--- src/hdl/ttu_pkg.sv ---
// Shared types, codes and constants of the Taylor series trig unit.
package ttu_pkg;

	localparam logic [63:0] PI_Q60 = 64'h3243F6A8885A308D;
	localparam int TOL_W = 25;

	localparam logic [1:0] OP_SIN = 2'd0;
	localparam logic [1:0] OP_COS = 2'd1;
	localparam logic [1:0] OP_TAN = 2'd2;
	localparam logic [1:0] OP_COT = 2'd3;

	typedef enum logic [4:0] {
		CMD_NOP,
		CMD_LOAD,
		CMD_ARG_OP,
		CMD_ARG_DEN,
		CMD_ARG_NUM,
		CMD_SIN_MOD,
		CMD_FOLD,
		CMD_SQ,
		CMD_X2,
		CMD_ACC,
		CMD_TDIV,
		CMD_TNEXT,
		CMD_SAVE_DEN,
		CMD_SAVE_NUM,
		CMD_SWAP,
		CMD_TMOD,
		CMD_TMOD_SET,
		CMD_QDIV,
		CMD_OUT_SC,
		CMD_OUT_INF,
		CMD_OUT_Q
	} cmd_t;

	typedef struct packed {
		logic tan;
		logic div_busy;
		logic more;
		logic den_zero;
		logic x_lt_half;
	} status_t;

	function automatic logic [10:0] term_divisor(input logic [4:0] n);
		logic [10:0] a;
		logic [10:0] b;
		logic [21:0] p;
		a = {5'd0, n, 1'b0} + 11'd2;
		b = a + 11'd1;
		p = a * b;
		return p[10:0];
	endfunction

endpackage

--- src/hdl/ttu_div.sv ---
// Restoring divider, one quotient bit per cycle, shared by all divisions.
module ttu_div #(
	parameter int DIVW = 53,
	parameter int VW = 27
) (
	input  logic                         clk,
	input  logic                         arst_n,
	input  logic                         start,
	input  logic [DIVW-1:0]              dividend,
	input  logic [VW-1:0]                divisor,
	input  logic [$clog2(DIVW+1)-1:0]    steps,
	output logic                         busy,
	output logic [DIVW-1:0]              quot
);

	localparam int CW = $clog2(DIVW + 1);

	logic            busy_q;
	logic [CW-1:0]   cnt_q;
	logic [DIVW-1:0] quo_q;
	logic [VW-1:0]   rem_q;
	logic [VW-1:0]   div_q;
	logic [VW:0]     shifted;
	logic [VW:0]     trial;
	logic            ge;

	assign shifted = {rem_q, quo_q[DIVW-1]};
	assign trial = shifted - {1'b0, div_q};
	assign ge = shifted >= {1'b0, div_q};

	always_ff @(posedge clk or negedge arst_n) begin
		if (!arst_n) begin
			busy_q <= 1'b0;
			cnt_q <= '0;
		end else if (start) begin
			busy_q <= 1'b1;
			cnt_q <= steps;
		end else if (busy_q) begin
			cnt_q <= cnt_q - CW'(1);
			if (cnt_q == CW'(1)) begin
				busy_q <= 1'b0;
			end
		end
	end

	always_ff @(posedge clk) begin
		if (start) begin
			quo_q <= dividend;
			rem_q <= '0;
			div_q <= divisor;
		end else if (busy_q) begin
			quo_q <= {quo_q[DIVW-2:0], ge};
			rem_q <= ge ? trial[VW-1:0] : shifted[VW-1:0];
		end
	end

	assign busy = busy_q;
	assign quot = quo_q;

endmodule

--- src/hdl/ttu_dp.sv ---
// Datapath: argument reduction, series terms, quotient and result registers.
module ttu_dp #(
	parameter int MAX_TERMS = 12,
	parameter int FRAC_BITS = 24
) (
	input  logic                     clk,
	input  logic                     arst_n,
	input  ttu_pkg::cmd_t            cmd,
	output ttu_pkg::status_t         sts,
	input  logic [1:0]               req_type,
	input  logic signed [31:0]       angle,
	input  logic                     tol_we,
	input  logic [ttu_pkg::TOL_W-1:0] tol_data,
	output logic signed [31:0]       value,
	output logic                     infinite
);

	localparam int F = FRAC_BITS;
	localparam logic [63:0] PI_FX = (ttu_pkg::PI_Q60 + (64'd1 << (59 - F))) >> (60 - F);
	localparam logic [63:0] HALF_FX = (ttu_pkg::PI_Q60 + (64'd1 << (60 - F))) >> (61 - F);
	localparam logic [63:0] TWO_PI_FX = PI_FX << 1;
	localparam logic [63:0] ONE_FX = 64'd1 << F;
	localparam logic [63:0] TOL_RST = ONE_FX / 64'd1000;
	localparam int VW = F + 3;
	localparam int MW = F + 2;
	localparam int XW = F + 4;
	localparam int TW = F + 3;
	localparam int PW = TW + XW;
	localparam int SW = F + 5;
	localparam int DIVW = 2 * F + 5;
	localparam int CW = $clog2(DIVW + 1);
	localparam int NW = $clog2(MAX_TERMS + 1);
	localparam int RED_TOP = 32 - F;
	localparam int RJW = $clog2(RED_TOP + 1);
	localparam logic signed [33:0] HALF_A = 34'(HALF_FX);

	logic [1:0]               op_q;
	logic signed [32:0]       ang_q;
	logic signed [33:0]       arg_q;
	logic                     flip_q;
	logic [MW-1:0]            m_q;
	logic [XW-1:0]            x2_q;
	logic [TW-1:0]            term_q;
	logic [TW-1:0]            diff_q;
	logic signed [SW-1:0]     sum_q;
	logic                     negterm_q;
	logic [NW-1:0]            n_q;
	logic [PW-1:0]            prod_q;
	logic signed [SW-1:0]     den_q;
	logic signed [SW-1:0]     num_q;
	logic                     cot_q;
	logic                     neg_q;
	logic [ttu_pkg::TOL_W-1:0] tol_q;
	logic signed [31:0]       value_q;
	logic                     inf_q;
	logic [31:0]              red_q;
	logic [RJW-1:0]           red_j_q;
	logic                     red_busy_q;
	logic                     red_two_q;

	logic signed [33:0] ang_x;
	logic signed [33:0] ang_h;
	logic [33:0]        arg_mag;
	logic [33:0]        ang_mag;
	logic [SW-1:0]      num_mag;
	logic [SW-1:0]      den_mag;
	logic signed [SW-1:0] sres;
	logic signed [33:0] sres_x;
	logic signed [SW-1:0] term_s;
	logic [TW-1:0]      mul_a;
	logic [XW-1:0]      mul_b;
	logic [PW-1:0]      mul_p;
	logic [34:0]        red_sub;
	logic               div_start;
	logic [DIVW-1:0]    div_dividend;
	logic [VW-1:0]      div_divisor;
	logic [CW-1:0]      div_steps;
	logic               div_busy;
	logic [DIVW-1:0]    div_quot;
	logic               q_big;
	logic               q_neg;

	assign ang_x = 34'(ang_q);
	assign ang_h = ang_x + HALF_A;
	assign arg_mag = arg_q[33] ? 34'(-arg_q) : 34'(arg_q);
	assign ang_mag = ang_x[33] ? 34'(-ang_x) : 34'(ang_x);
	assign num_mag = num_q[SW-1] ? SW'(-num_q) : SW'(num_q);
	assign den_mag = den_q[SW-1] ? SW'(-den_q) : SW'(den_q);
	assign sres = flip_q ? -sum_q : sum_q;
	assign sres_x = 34'(sres);
	assign term_s = $signed(SW'(term_q));
	assign q_big = |div_quot[DIVW-1:31];
	assign q_neg = (num_q[SW-1] ^ den_q[SW-1]) ^ neg_q;

	assign mul_a = (cmd == ttu_pkg::CMD_SQ) ? TW'(m_q) : term_q;
	assign mul_b = (cmd == ttu_pkg::CMD_SQ) ? XW'(m_q) : x2_q;
	assign mul_p = mul_a * mul_b;

	assign red_sub = (red_two_q ? 35'(TWO_PI_FX) : 35'(PI_FX)) << red_j_q;

	always_comb begin
		div_start = 1'b0;
		div_dividend = '0;
		div_divisor = '0;
		div_steps = '0;
		case (cmd)
			ttu_pkg::CMD_TDIV: begin
				div_start = 1'b1;
				div_dividend = {prod_q[PW-1:F], {(DIVW-PW+F){1'b0}}};
				div_divisor = VW'(ttu_pkg::term_divisor(5'(n_q)));
				div_steps = CW'(PW - F);
			end
			ttu_pkg::CMD_QDIV: begin
				div_start = 1'b1;
				div_dividend = DIVW'(num_mag) << F;
				div_divisor = den_mag[VW-1:0];
				div_steps = CW'(DIVW);
			end
			default: begin
				div_start = 1'b0;
			end
		endcase
	end

	ttu_div #(
		.DIVW(DIVW),
		.VW(VW)
	) u_div (
		.clk(clk),
		.arst_n(arst_n),
		.start(div_start),
		.dividend(div_dividend),
		.divisor(div_divisor),
		.steps(div_steps),
		.busy(div_busy),
		.quot(div_quot)
	);

	always_ff @(posedge clk or negedge arst_n) begin
		if (!arst_n) begin
			tol_q <= ttu_pkg::TOL_W'(TOL_RST);
		end else if (tol_we) begin
			tol_q <= tol_data;
		end
	end

	// subtract shifted multiples of the modulus, largest first
	always_ff @(posedge clk or negedge arst_n) begin
		if (!arst_n) begin
			red_busy_q <= 1'b0;
			red_j_q <= '0;
		end else if (cmd == ttu_pkg::CMD_SIN_MOD || cmd == ttu_pkg::CMD_TMOD) begin
			red_busy_q <= 1'b1;
			red_j_q <= RJW'(RED_TOP);
		end else if (red_busy_q) begin
			red_j_q <= red_j_q - RJW'(1);
			if (red_j_q == '0) begin
				red_busy_q <= 1'b0;
			end
		end
	end

	always_ff @(posedge clk) begin
		if (cmd == ttu_pkg::CMD_SIN_MOD) begin
			red_q <= arg_mag[31:0];
			red_two_q <= 1'b1;
		end else if (cmd == ttu_pkg::CMD_TMOD) begin
			red_q <= ang_mag[31:0];
			red_two_q <= 1'b0;
		end else if (red_busy_q && ({3'b000, red_q} >= red_sub)) begin
			red_q <= 32'({3'b000, red_q} - red_sub);
		end
	end

	always_ff @(posedge clk) begin
		case (cmd)
			ttu_pkg::CMD_LOAD: begin
				op_q <= req_type;
				ang_q <= 33'(angle);
				cot_q <= (req_type == ttu_pkg::OP_COT);
				neg_q <= 1'b0;
			end
			ttu_pkg::CMD_ARG_OP: begin
				arg_q <= (op_q == ttu_pkg::OP_COS) ? ang_h : ang_x;
			end
			ttu_pkg::CMD_ARG_DEN: begin
				arg_q <= cot_q ? ang_x : ang_h;
			end
			ttu_pkg::CMD_ARG_NUM: begin
				arg_q <= cot_q ? ang_h : ang_x;
			end
			ttu_pkg::CMD_SIN_MOD: begin
				flip_q <= arg_q[33];
			end
			ttu_pkg::CMD_FOLD: begin
				if (red_q > PI_FX[31:0]) begin
					m_q <= MW'(red_q - PI_FX[31:0]);
					flip_q <= ~flip_q;
				end else begin
					m_q <= MW'(red_q);
				end
				sum_q <= '0;
				diff_q <= TW'(ONE_FX);
				n_q <= '0;
				negterm_q <= 1'b0;
			end
			ttu_pkg::CMD_SQ: begin
				prod_q <= mul_p;
			end
			ttu_pkg::CMD_X2: begin
				x2_q <= prod_q[F+XW-1:F];
				term_q <= TW'(m_q);
			end
			ttu_pkg::CMD_ACC: begin
				sum_q <= negterm_q ? sum_q - term_s : sum_q + term_s;
				diff_q <= term_q;
				prod_q <= mul_p;
			end
			ttu_pkg::CMD_TNEXT: begin
				term_q <= div_quot[TW-1:0];
				negterm_q <= ~negterm_q;
				n_q <= n_q + NW'(1);
			end
			ttu_pkg::CMD_SAVE_DEN: begin
				den_q <= sres;
			end
			ttu_pkg::CMD_SAVE_NUM: begin
				num_q <= sres;
			end
			ttu_pkg::CMD_SWAP: begin
				ang_q <= 33'(ang_x - HALF_A);
				cot_q <= ~cot_q;
				neg_q <= ~neg_q;
			end
			ttu_pkg::CMD_TMOD_SET: begin
				ang_q <= ang_q[32] ? -$signed(33'(red_q)) : $signed(33'(red_q));
			end
			ttu_pkg::CMD_OUT_SC: begin
				if (sres_x > 34'sh0_7FFF_FFFF) begin
					value_q <= 32'sh7FFF_FFFF;
				end else if (sres_x < -34'sh0_8000_0000) begin
					value_q <= 32'sh8000_0000;
				end else begin
					value_q <= 32'(sres_x);
				end
				inf_q <= 1'b0;
			end
			ttu_pkg::CMD_OUT_INF: begin
				value_q <= neg_q ? 32'sh8000_0000 : 32'sh7FFF_FFFF;
				inf_q <= 1'b1;
			end
			ttu_pkg::CMD_OUT_Q: begin
				if (q_big) begin
					value_q <= q_neg ? 32'sh8000_0000 : 32'sh7FFF_FFFF;
				end else begin
					value_q <= q_neg ? -$signed(div_quot[31:0]) : $signed(div_quot[31:0]);
				end
				inf_q <= 1'b0;
			end
			default: begin
				op_q <= op_q;
			end
		endcase
	end

	assign sts.tan = op_q[1];
	assign sts.div_busy = div_busy || red_busy_q;
	assign sts.more = (32'(diff_q) > 32'(tol_q)) && (n_q < NW'(MAX_TERMS));
	assign sts.den_zero = (den_q == '0);
	assign sts.x_lt_half = (ang_x < HALF_A);

	assign value = value_q;
	assign infinite = inf_q;

endmodule

--- src/hdl/ttu_ctrl.sv ---
// Controller: sequences reduction, series loop, quadrant swap and division.
module ttu_ctrl (
	input  logic             clk,
	input  logic             arst_n,
	input  logic             in_valid,
	output logic             in_stall,
	output logic             out_valid,
	input  logic             out_stall,
	input  ttu_pkg::status_t sts,
	output ttu_pkg::cmd_t    cmd
);

	typedef enum logic [4:0] {
		ST_IDLE,
		ST_DISP,
		ST_ARG_OP,
		ST_ARG_DEN,
		ST_ARG_NUM,
		ST_SN_MOD,
		ST_SN_MODW,
		ST_SN_FOLD,
		ST_SN_SQ,
		ST_SN_X2,
		ST_SN_CHK,
		ST_SN_ACC,
		ST_SN_TDIV,
		ST_SN_TDIVW,
		ST_SN_TNEXT,
		ST_SAVE_DEN,
		ST_DEN_CHK,
		ST_SAVE_NUM,
		ST_SWAP,
		ST_TMOD,
		ST_TMODW,
		ST_TMOD_SET,
		ST_QDIV,
		ST_QDIVW,
		ST_OUT_SC,
		ST_OUT_INF,
		ST_OUT_Q
	} state_t;

	typedef enum logic [1:0] {
		RET_OUT,
		RET_DEN,
		RET_NUM
	} ret_t;

	state_t state_q;
	ret_t   ret_q;
	logic   out_valid_q;
	logic   slot_free;
	logic   out_load;

	assign slot_free = !out_valid_q || !out_stall;
	assign out_load = (cmd == ttu_pkg::CMD_OUT_SC) || (cmd == ttu_pkg::CMD_OUT_INF) ||
		(cmd == ttu_pkg::CMD_OUT_Q);

	always_comb begin
		case (state_q)
			ST_IDLE:     cmd = in_valid ? ttu_pkg::CMD_LOAD : ttu_pkg::CMD_NOP;
			ST_ARG_OP:   cmd = ttu_pkg::CMD_ARG_OP;
			ST_ARG_DEN:  cmd = ttu_pkg::CMD_ARG_DEN;
			ST_ARG_NUM:  cmd = ttu_pkg::CMD_ARG_NUM;
			ST_SN_MOD:   cmd = ttu_pkg::CMD_SIN_MOD;
			ST_SN_FOLD:  cmd = ttu_pkg::CMD_FOLD;
			ST_SN_SQ:    cmd = ttu_pkg::CMD_SQ;
			ST_SN_X2:    cmd = ttu_pkg::CMD_X2;
			ST_SN_ACC:   cmd = ttu_pkg::CMD_ACC;
			ST_SN_TDIV:  cmd = ttu_pkg::CMD_TDIV;
			ST_SN_TNEXT: cmd = ttu_pkg::CMD_TNEXT;
			ST_SAVE_DEN: cmd = ttu_pkg::CMD_SAVE_DEN;
			ST_SAVE_NUM: cmd = ttu_pkg::CMD_SAVE_NUM;
			ST_SWAP:     cmd = ttu_pkg::CMD_SWAP;
			ST_TMOD:     cmd = ttu_pkg::CMD_TMOD;
			ST_TMOD_SET: cmd = ttu_pkg::CMD_TMOD_SET;
			ST_QDIV:     cmd = ttu_pkg::CMD_QDIV;
			ST_OUT_SC:   cmd = slot_free ? ttu_pkg::CMD_OUT_SC : ttu_pkg::CMD_NOP;
			ST_OUT_INF:  cmd = slot_free ? ttu_pkg::CMD_OUT_INF : ttu_pkg::CMD_NOP;
			ST_OUT_Q:    cmd = slot_free ? ttu_pkg::CMD_OUT_Q : ttu_pkg::CMD_NOP;
			default:     cmd = ttu_pkg::CMD_NOP;
		endcase
	end

	always_ff @(posedge clk or negedge arst_n) begin
		if (!arst_n) begin
			state_q <= ST_IDLE;
			ret_q <= RET_OUT;
			out_valid_q <= 1'b0;
		end else begin
			if (out_load) begin
				out_valid_q <= 1'b1;
			end else if (out_valid_q && !out_stall) begin
				out_valid_q <= 1'b0;
			end
			case (state_q)
				ST_IDLE: begin
					if (in_valid) begin
						state_q <= ST_DISP;
					end
				end
				ST_DISP: begin
					state_q <= sts.tan ? ST_TMOD : ST_ARG_OP;
				end
				ST_ARG_OP: begin
					ret_q <= RET_OUT;
					state_q <= ST_SN_MOD;
				end
				ST_ARG_DEN: begin
					ret_q <= RET_DEN;
					state_q <= ST_SN_MOD;
				end
				ST_ARG_NUM: begin
					ret_q <= RET_NUM;
					state_q <= ST_SN_MOD;
				end
				ST_SN_MOD:  state_q <= ST_SN_MODW;
				ST_SN_MODW: begin
					if (!sts.div_busy) begin
						state_q <= ST_SN_FOLD;
					end
				end
				ST_SN_FOLD: state_q <= ST_SN_SQ;
				ST_SN_SQ:   state_q <= ST_SN_X2;
				ST_SN_X2:   state_q <= ST_SN_CHK;
				ST_SN_CHK: begin
					if (sts.more) begin
						state_q <= ST_SN_ACC;
					end else begin
						case (ret_q)
							RET_DEN: state_q <= ST_SAVE_DEN;
							RET_NUM: state_q <= ST_SAVE_NUM;
							default: state_q <= ST_OUT_SC;
						endcase
					end
				end
				ST_SN_ACC:  state_q <= ST_SN_TDIV;
				ST_SN_TDIV: state_q <= ST_SN_TDIVW;
				ST_SN_TDIVW: begin
					if (!sts.div_busy) begin
						state_q <= ST_SN_TNEXT;
					end
				end
				ST_SN_TNEXT: state_q <= ST_SN_CHK;
				ST_SAVE_DEN: state_q <= ST_DEN_CHK;
				ST_DEN_CHK: begin
					if (sts.den_zero) begin
						state_q <= ST_OUT_INF;
					end else if (sts.x_lt_half) begin
						state_q <= ST_ARG_NUM;
					end else begin
						state_q <= ST_SWAP;
					end
				end
				ST_SWAP: state_q <= ST_TMOD;
				ST_TMOD: state_q <= ST_TMODW;
				ST_TMODW: begin
					if (!sts.div_busy) begin
						state_q <= ST_TMOD_SET;
					end
				end
				ST_TMOD_SET: state_q <= ST_ARG_DEN;
				ST_SAVE_NUM: state_q <= ST_QDIV;
				ST_QDIV:     state_q <= ST_QDIVW;
				ST_QDIVW: begin
					if (!sts.div_busy) begin
						state_q <= ST_OUT_Q;
					end
				end
				ST_OUT_SC, ST_OUT_INF, ST_OUT_Q: begin
					if (slot_free) begin
						state_q <= ST_IDLE;
					end
				end
				default: state_q <= ST_IDLE;
			endcase
		end
	end

	assign in_stall = (state_q != ST_IDLE);
	assign out_valid = out_valid_q;

endmodule

--- src/hdl/taylor_trig_unit_core.sv ---
// Top level of the Taylor series sine, cosine, tangent and cotangent unit.
// One request at a time. A sine or cosine sums at most MAX_TERMS series terms; each
// term costs one multiply and a bit-serial divide by (k+1)(k+2) in the shared divider,
// and the angle reduction is 33-FRAC_BITS compare and subtract steps against shifted
// multiples of the modulus. Tangent and cotangent run one to three series evaluations
// plus one or two such reductions and, unless the denominator is zero, a final quotient.
// A new request is taken while the last result waits.
module taylor_trig_unit_core #(
	parameter int MAX_TERMS = 12,
	parameter int FRAC_BITS = 24
) (
	input  logic                      clk,
	input  logic                      arst_n,
	input  logic                      in_valid,
	output logic                      in_stall,
	input  logic [1:0]                req_type,
	input  logic signed [31:0]        angle,
	output logic                      out_valid,
	input  logic                      out_stall,
	output logic signed [31:0]        value,
	output logic                      infinite,
	input  logic                      cfg_valid,
	output logic                      cfg_ready,
	input  logic [ttu_pkg::TOL_W-1:0] cfg_data
);

	ttu_pkg::cmd_t    cmd;
	ttu_pkg::status_t sts;

	assign cfg_ready = 1'b1;

	ttu_ctrl u_ctrl (
		.clk(clk),
		.arst_n(arst_n),
		.in_valid(in_valid),
		.in_stall(in_stall),
		.out_valid(out_valid),
		.out_stall(out_stall),
		.sts(sts),
		.cmd(cmd)
	);

	ttu_dp #(
		.MAX_TERMS(MAX_TERMS),
		.FRAC_BITS(FRAC_BITS)
	) u_dp (
		.clk(clk),
		.arst_n(arst_n),
		.cmd(cmd),
		.sts(sts),
		.req_type(req_type),
		.angle(angle),
		.tol_we(cfg_valid && cfg_ready),
		.tol_data(cfg_data),
		.value(value),
		.infinite(infinite)
	);

`ifndef NO_ASSERTIONS
	a_accept_stalls: assert property (@(posedge clk) disable iff (!arst_n)
		(in_valid && !in_stall) |=> in_stall)
		else $error("request accepted without going busy");

	a_inf_saturated: assert property (@(posedge clk) disable iff (!arst_n)
		(out_valid && infinite) |-> (value == 32'sh7FFF_FFFF || value == 32'sh8000_0000))
		else $error("infinite result not saturated");

	a_div_free: assert property (@(posedge clk) disable iff (!arst_n)
		(cmd == ttu_pkg::CMD_SIN_MOD || cmd == ttu_pkg::CMD_TMOD ||
		cmd == ttu_pkg::CMD_TDIV || cmd == ttu_pkg::CMD_QDIV) |-> !sts.div_busy)
		else $error("divider started while busy");
`endif

endmodule
--- config.mk ---
export PLATFORM = sky130hd
export DESIGN_NAME = taylor_trig_unit_core
export DESIGN_NICKNAME = d
export VERILOG_FILES = /design/src/hdl/ttu_pkg.sv /design/src/hdl/ttu_div.sv /design/src/hdl/ttu_dp.sv /design/src/hdl/ttu_ctrl.sv /design/src/hdl/taylor_trig_unit_core.sv
export SDC_FILE = /design/constraint.sdc
export NUM_CORES = 2
export LEC_CHECK = 0
export ABC_AREA = 0
export BUFFER_PORTS_ARGS = -buffer_cell sky130_fd_sc_hd__buf_2
export CORE_ASPECT_RATIO = 1.2
export CORE_MARGIN = 1
export CORE_UTILIZATION = 60
export CTS_CLUSTER_DIAMETER = 40
export DETAILED_ROUTE_END_ITERATION = 10
export PLACE_DENSITY = 0.84
export SETUP_SLACK_MARGIN = 0.1
export SLEW_MARGIN = 20
export SYNTH_ARGS = -nofsm -noshare
export SYNTH_HDL_FRONTEND = slang
export SYNTH_SLANG_ARGS = --single-unit
--- constraint.sdc ---
create_clock -name clk -period 26.5 [get_ports clk]
set_input_delay 2.65 -clock clk [delete_from_list [all_inputs] [get_ports clk]]
set_output_delay 2.65 -clock clk [all_outputs]
set_load 0.02 [all_outputs]
==> results.md <==
- CP required: 26.89 ns
- Pins Over Slew Limit: 0
- RePlAce Congestion: 1.06
- Crit path top cell by count: fa_1
- Hold_buf cts: 0
- Global routing usage on met3: 0.0651
- Critical path capture point type: register
- Setup_tns: 0 ns
- Register area share after synthesis: 0.265
- Setup ws final: 15.12 ns
- Maxcap violations: 0
- Clk_skew: 0.0265 ns
- Status: completed
- Mapped Cells: 6,349
- Root buffer cell: clkbuf_16
- Count of input and output buffers: 98
- Die Width: 283 um
- Synthesized flop and latch total: 520
- Total track usage: 0.382
- CP max FO: 60
- Largest net degree at the start of global routing: 75
- Fin crit share: 0.430
- Row count: 123
- DRT iter0 DRCs: 5,018
- Total CTS buffers: 84
- Critical Path AT: 11.78 ns
- Setup CP Type: register to register
- CORE AREA: 94,000 um^2
- Cell area after synthesis: 57,000 um^2
- Share of cells above drive strength 1: 0.0628
- CTS tree: yes
- Netlist cell types: 99
- Initial antenna violation count: 12
- Vias in the first global route: 47,600
- Syn_area_per_cell: 8.98 um^2
- Setup Fix Bufs, Post-CTS: 0
- Antenna violation net count after detailed routing: 0
- First-pass GRT wire length: 279,000 um
- Worst slew pin tran: 1.17 ns
- Mapped Nets: 7,409
- Initial Utilization: 0.607
- First-pass iteration count of the detailed router: 6
- H-tree depth: 3
- CTS resizes: 0
- FMAX: 0.0878 GHz
- M2 GR Usage: 0.622
- Critical path's slowest cell: dfrtp_1
- Detailed-placement wirelength estimate: 142,000 um
- Final Setup Violations: 0
- Layout area overhead: 7.71%
- Clk slew on worst S/H paths: 0.06 ns
- Final non-filler cell total: 7,605
- Placed insts: 7,445
- Worst-Skew Late Latency: 0.65 ns
- Vias per Instance: 6.21
- Yosys warnings: 0
- Post-detailed-route wirelength per cell: 24.1 um
- Max-Slew Margin vs Limit: 0.218
- Startpoint types: register
- # nets final: 7,342
- Routed wire length: 183,000 um
- Die Ht: 340 um
- Max incr delay on CP: 0.96 ns
- Ys flop type: edfxtp_1
- DIE AREA: 96,300 um^2
- Hold crit path type: register to register
- CTS sink count: 520
- RSZ-0062 raised after global routing: no
- Post-synth EDFFs: 447
- DP Worst Slack: 15.44 ns
- Clk buf depth: 3
- Total number of vias: 47,300
- DRC Markers: 0
- Most used routing layer in global routing: met2
- Top-level I/O count: 100
- Synth async-reset ratio: 0.0865
- Final Hold Viols: 0
- Total gr overflow: 0
- Tmin final: 11.38 ns
- Met1 usage: 0.472
==> cell usage after synthesis, types with 8 or more instances <==
cell type | instances | area [um^2]
a211oi_1 | 43 | 323
a21boi_0 | 9 | 67.6
a21o_1 | 68 | 510
a21oi_1 | 254 | 1270
a221oi_1 | 15 | 131
a22oi_1 | 44 | 330
a31oi_1 | 31 | 194
and2_1 | 80 | 500
and3_1 | 89 | 557
buf_1 | 19 | 71.3
clkbuf_1 | 298 | 1120
dfrtp_1 | 40 | 1000
dfxtp_1 | 28 | 561
edfxtp_1 | 447 | 13400
fa_1 | 658 | 13200
ha_1 | 338 | 4230
inv_1 | 894 | 3360
mux2i_1 | 17 | 170
nand2_1 | 1000 | 3750
nand2b_1 | 45 | 282
nand3_1 | 74 | 370
nand3b_1 | 8 | 60.1
nand4_1 | 33 | 206
nor2_1 | 563 | 2110
nor2b_1 | 35 | 219
nor3_1 | 67 | 335
nor4_1 | 28 | 175
o211ai_1 | 48 | 360
o21a_1 | 29 | 218
o21ai_0 | 267 | 1340
o21ai_1 | 15 | 75.1
o21bai_1 | 16 | 120
o221ai_1 | 25 | 219
o22ai_1 | 20 | 125
o31ai_1 | 51 | 383
o41ai_1 | 23 | 201
or2_2 | 22 | 138
or3_1 | 48 | 300
or4_1 | 23 | 173
xnor2_1 | 218 | 1910
xor2_1 | 178 | 1560
==> stage by stage <==
step / hold WS, ns / utilization / area [um^2]
finish: 0.454 / 0.653 / 61400
global route: 0.475 / 0.653 / 61400
CTS: 0.457 / 0.653 / 61400
detailed placement: 0.448 / 0.622 / 58500
floorplan: 0.427 / - / 57000
global placement: 0.447 / 0.622 / 58500
==> cell usage in the layout, fill, tap and decap left out, types with 28 or more instances in the layout <==
master and count:
nand2_1 997, inv_1 894, fa_1 658, nor2_1 557, edfxtp_1 447, ha_1 338, o21ai_0 266, a21oi_1 253
xnor2_1 218, xor2_1 178, buf_2 98, and3_1 89, clkbuf_16 87, and2_1 80, buf_4 75, nand3_1 73
a21o_1 68, nor3_1 67, o31ai_1 50, o211ai_1 48, or3_1 47, nand2b_1 45, a22oi_1 44, a211oi_1 43
dfrtp_1 39, nor2b_1 35, nand4_1 33, a31oi_1 31, o21a_1 29, dfxtp_1 28
==> worst max-delay path, delay by kind of cell (launching register included) <==
family	cells	cell delay, ns
AOI/OAI and AO/OA	7	2.29
xor gates and xnor gates	1	0.15
adders and majority gates	8	3.88
buffers and inverters	6	0.95
DFF	1	0.96
and+or+nand+nor	7	2.82
==> flip-flops by register name (all words and copies together) (netlist names), 5 cells and up <==
signal            count
u_dp.u_div.cnt_q      6
u_ctrl.state_q        5
u_dp.num_q           29
u_dp.sum_q           29
u_dp.prod_q          31
u_dp.term_q          27
u_dp.red_q           32
u_dp.u_div.quot      53
u_dp.u_div.div_q     27
u_dp.u_div.rem_q     27
u_dp.x2_q            28
u_dp.value           32
u_dp.m_q             26
u_dp.ang_q           33
u_dp.den_q           29
u_dp.tol_q           25
u_dp.diff_q          27
u_dp.arg_q           33
==> cell families after synthesis <==
logic type	Yosys count	share of synthesized area
AND/OR/NAND/NOR	2161	0.169
buffers and inverters	1224	0.0810
AO/OA/AOI/OAI	1030	0.115
adder cells (fa/ha/maj)	997	0.305
flip-flops	520	0.265
XOR/XNOR	396	0.0608
multiplexers	19	0.00338
other	2	0.000132
==> cell type report <==
cell class                      instances  area [um^2]
Multi-Input combinational cell       4605        37400
Fill cell                            7494        32600
Clock inverter                         56          623
Antenna cell                            3         7.51
Sequential cell                       520        15100
Timing Repair Buffer                  175         1080
Clock buffer                          100         2260
Inverter                              896         3360
Tap cell                             1250         1560
==> path summary, 6_finish.rpt <==
| kind | startpoint | end | slack [ns] | cells past startpoint |
|---|---|---|---|---|
| worst max register to register | u_ctrl.state_q[1]$_DFFE_PN0P_ | u_dp.prod_q[47]$_DFFE_PP_ | 15.12 | 29 |
| min in group asynchronous | arst_n | u_dp.u_div.busy$_DFF_PN0_ | 2.12 | 2 |
| max in group asynchronous | arst_n | u_dp.u_div.busy$_DFF_PN0_ | 23.90 | 2 |
| worst max-delay path | u_ctrl.state_q[1]$_DFFE_PN0P_ | u_dp.prod_q[47]$_DFFE_PP_ | 15.12 | 29 |
| worst min-delay path | u_dp.prod_q[39]$_DFFE_PP_ | u_dp.x2_q[15]$_DFFE_PP_ | 0.45 | 0 |
| worst min register to register | u_dp.prod_q[39]$_DFFE_PP_ | u_dp.x2_q[15]$_DFFE_PP_ | 0.45 | 0 |
==> per-layer routing <==
layer	routed length, um	share of wire	vias to the layer above
met5	13	0.000071	-
met4	14200	0.077	2
met3	17600	0.096	701
met2	85900	0.47	2751
met1	65400	0.36	23100
li1	-	-	20700
Power is not shown: default switching activity piles up to over one toggle a cycle in this logic, so the estimate is an artifact.
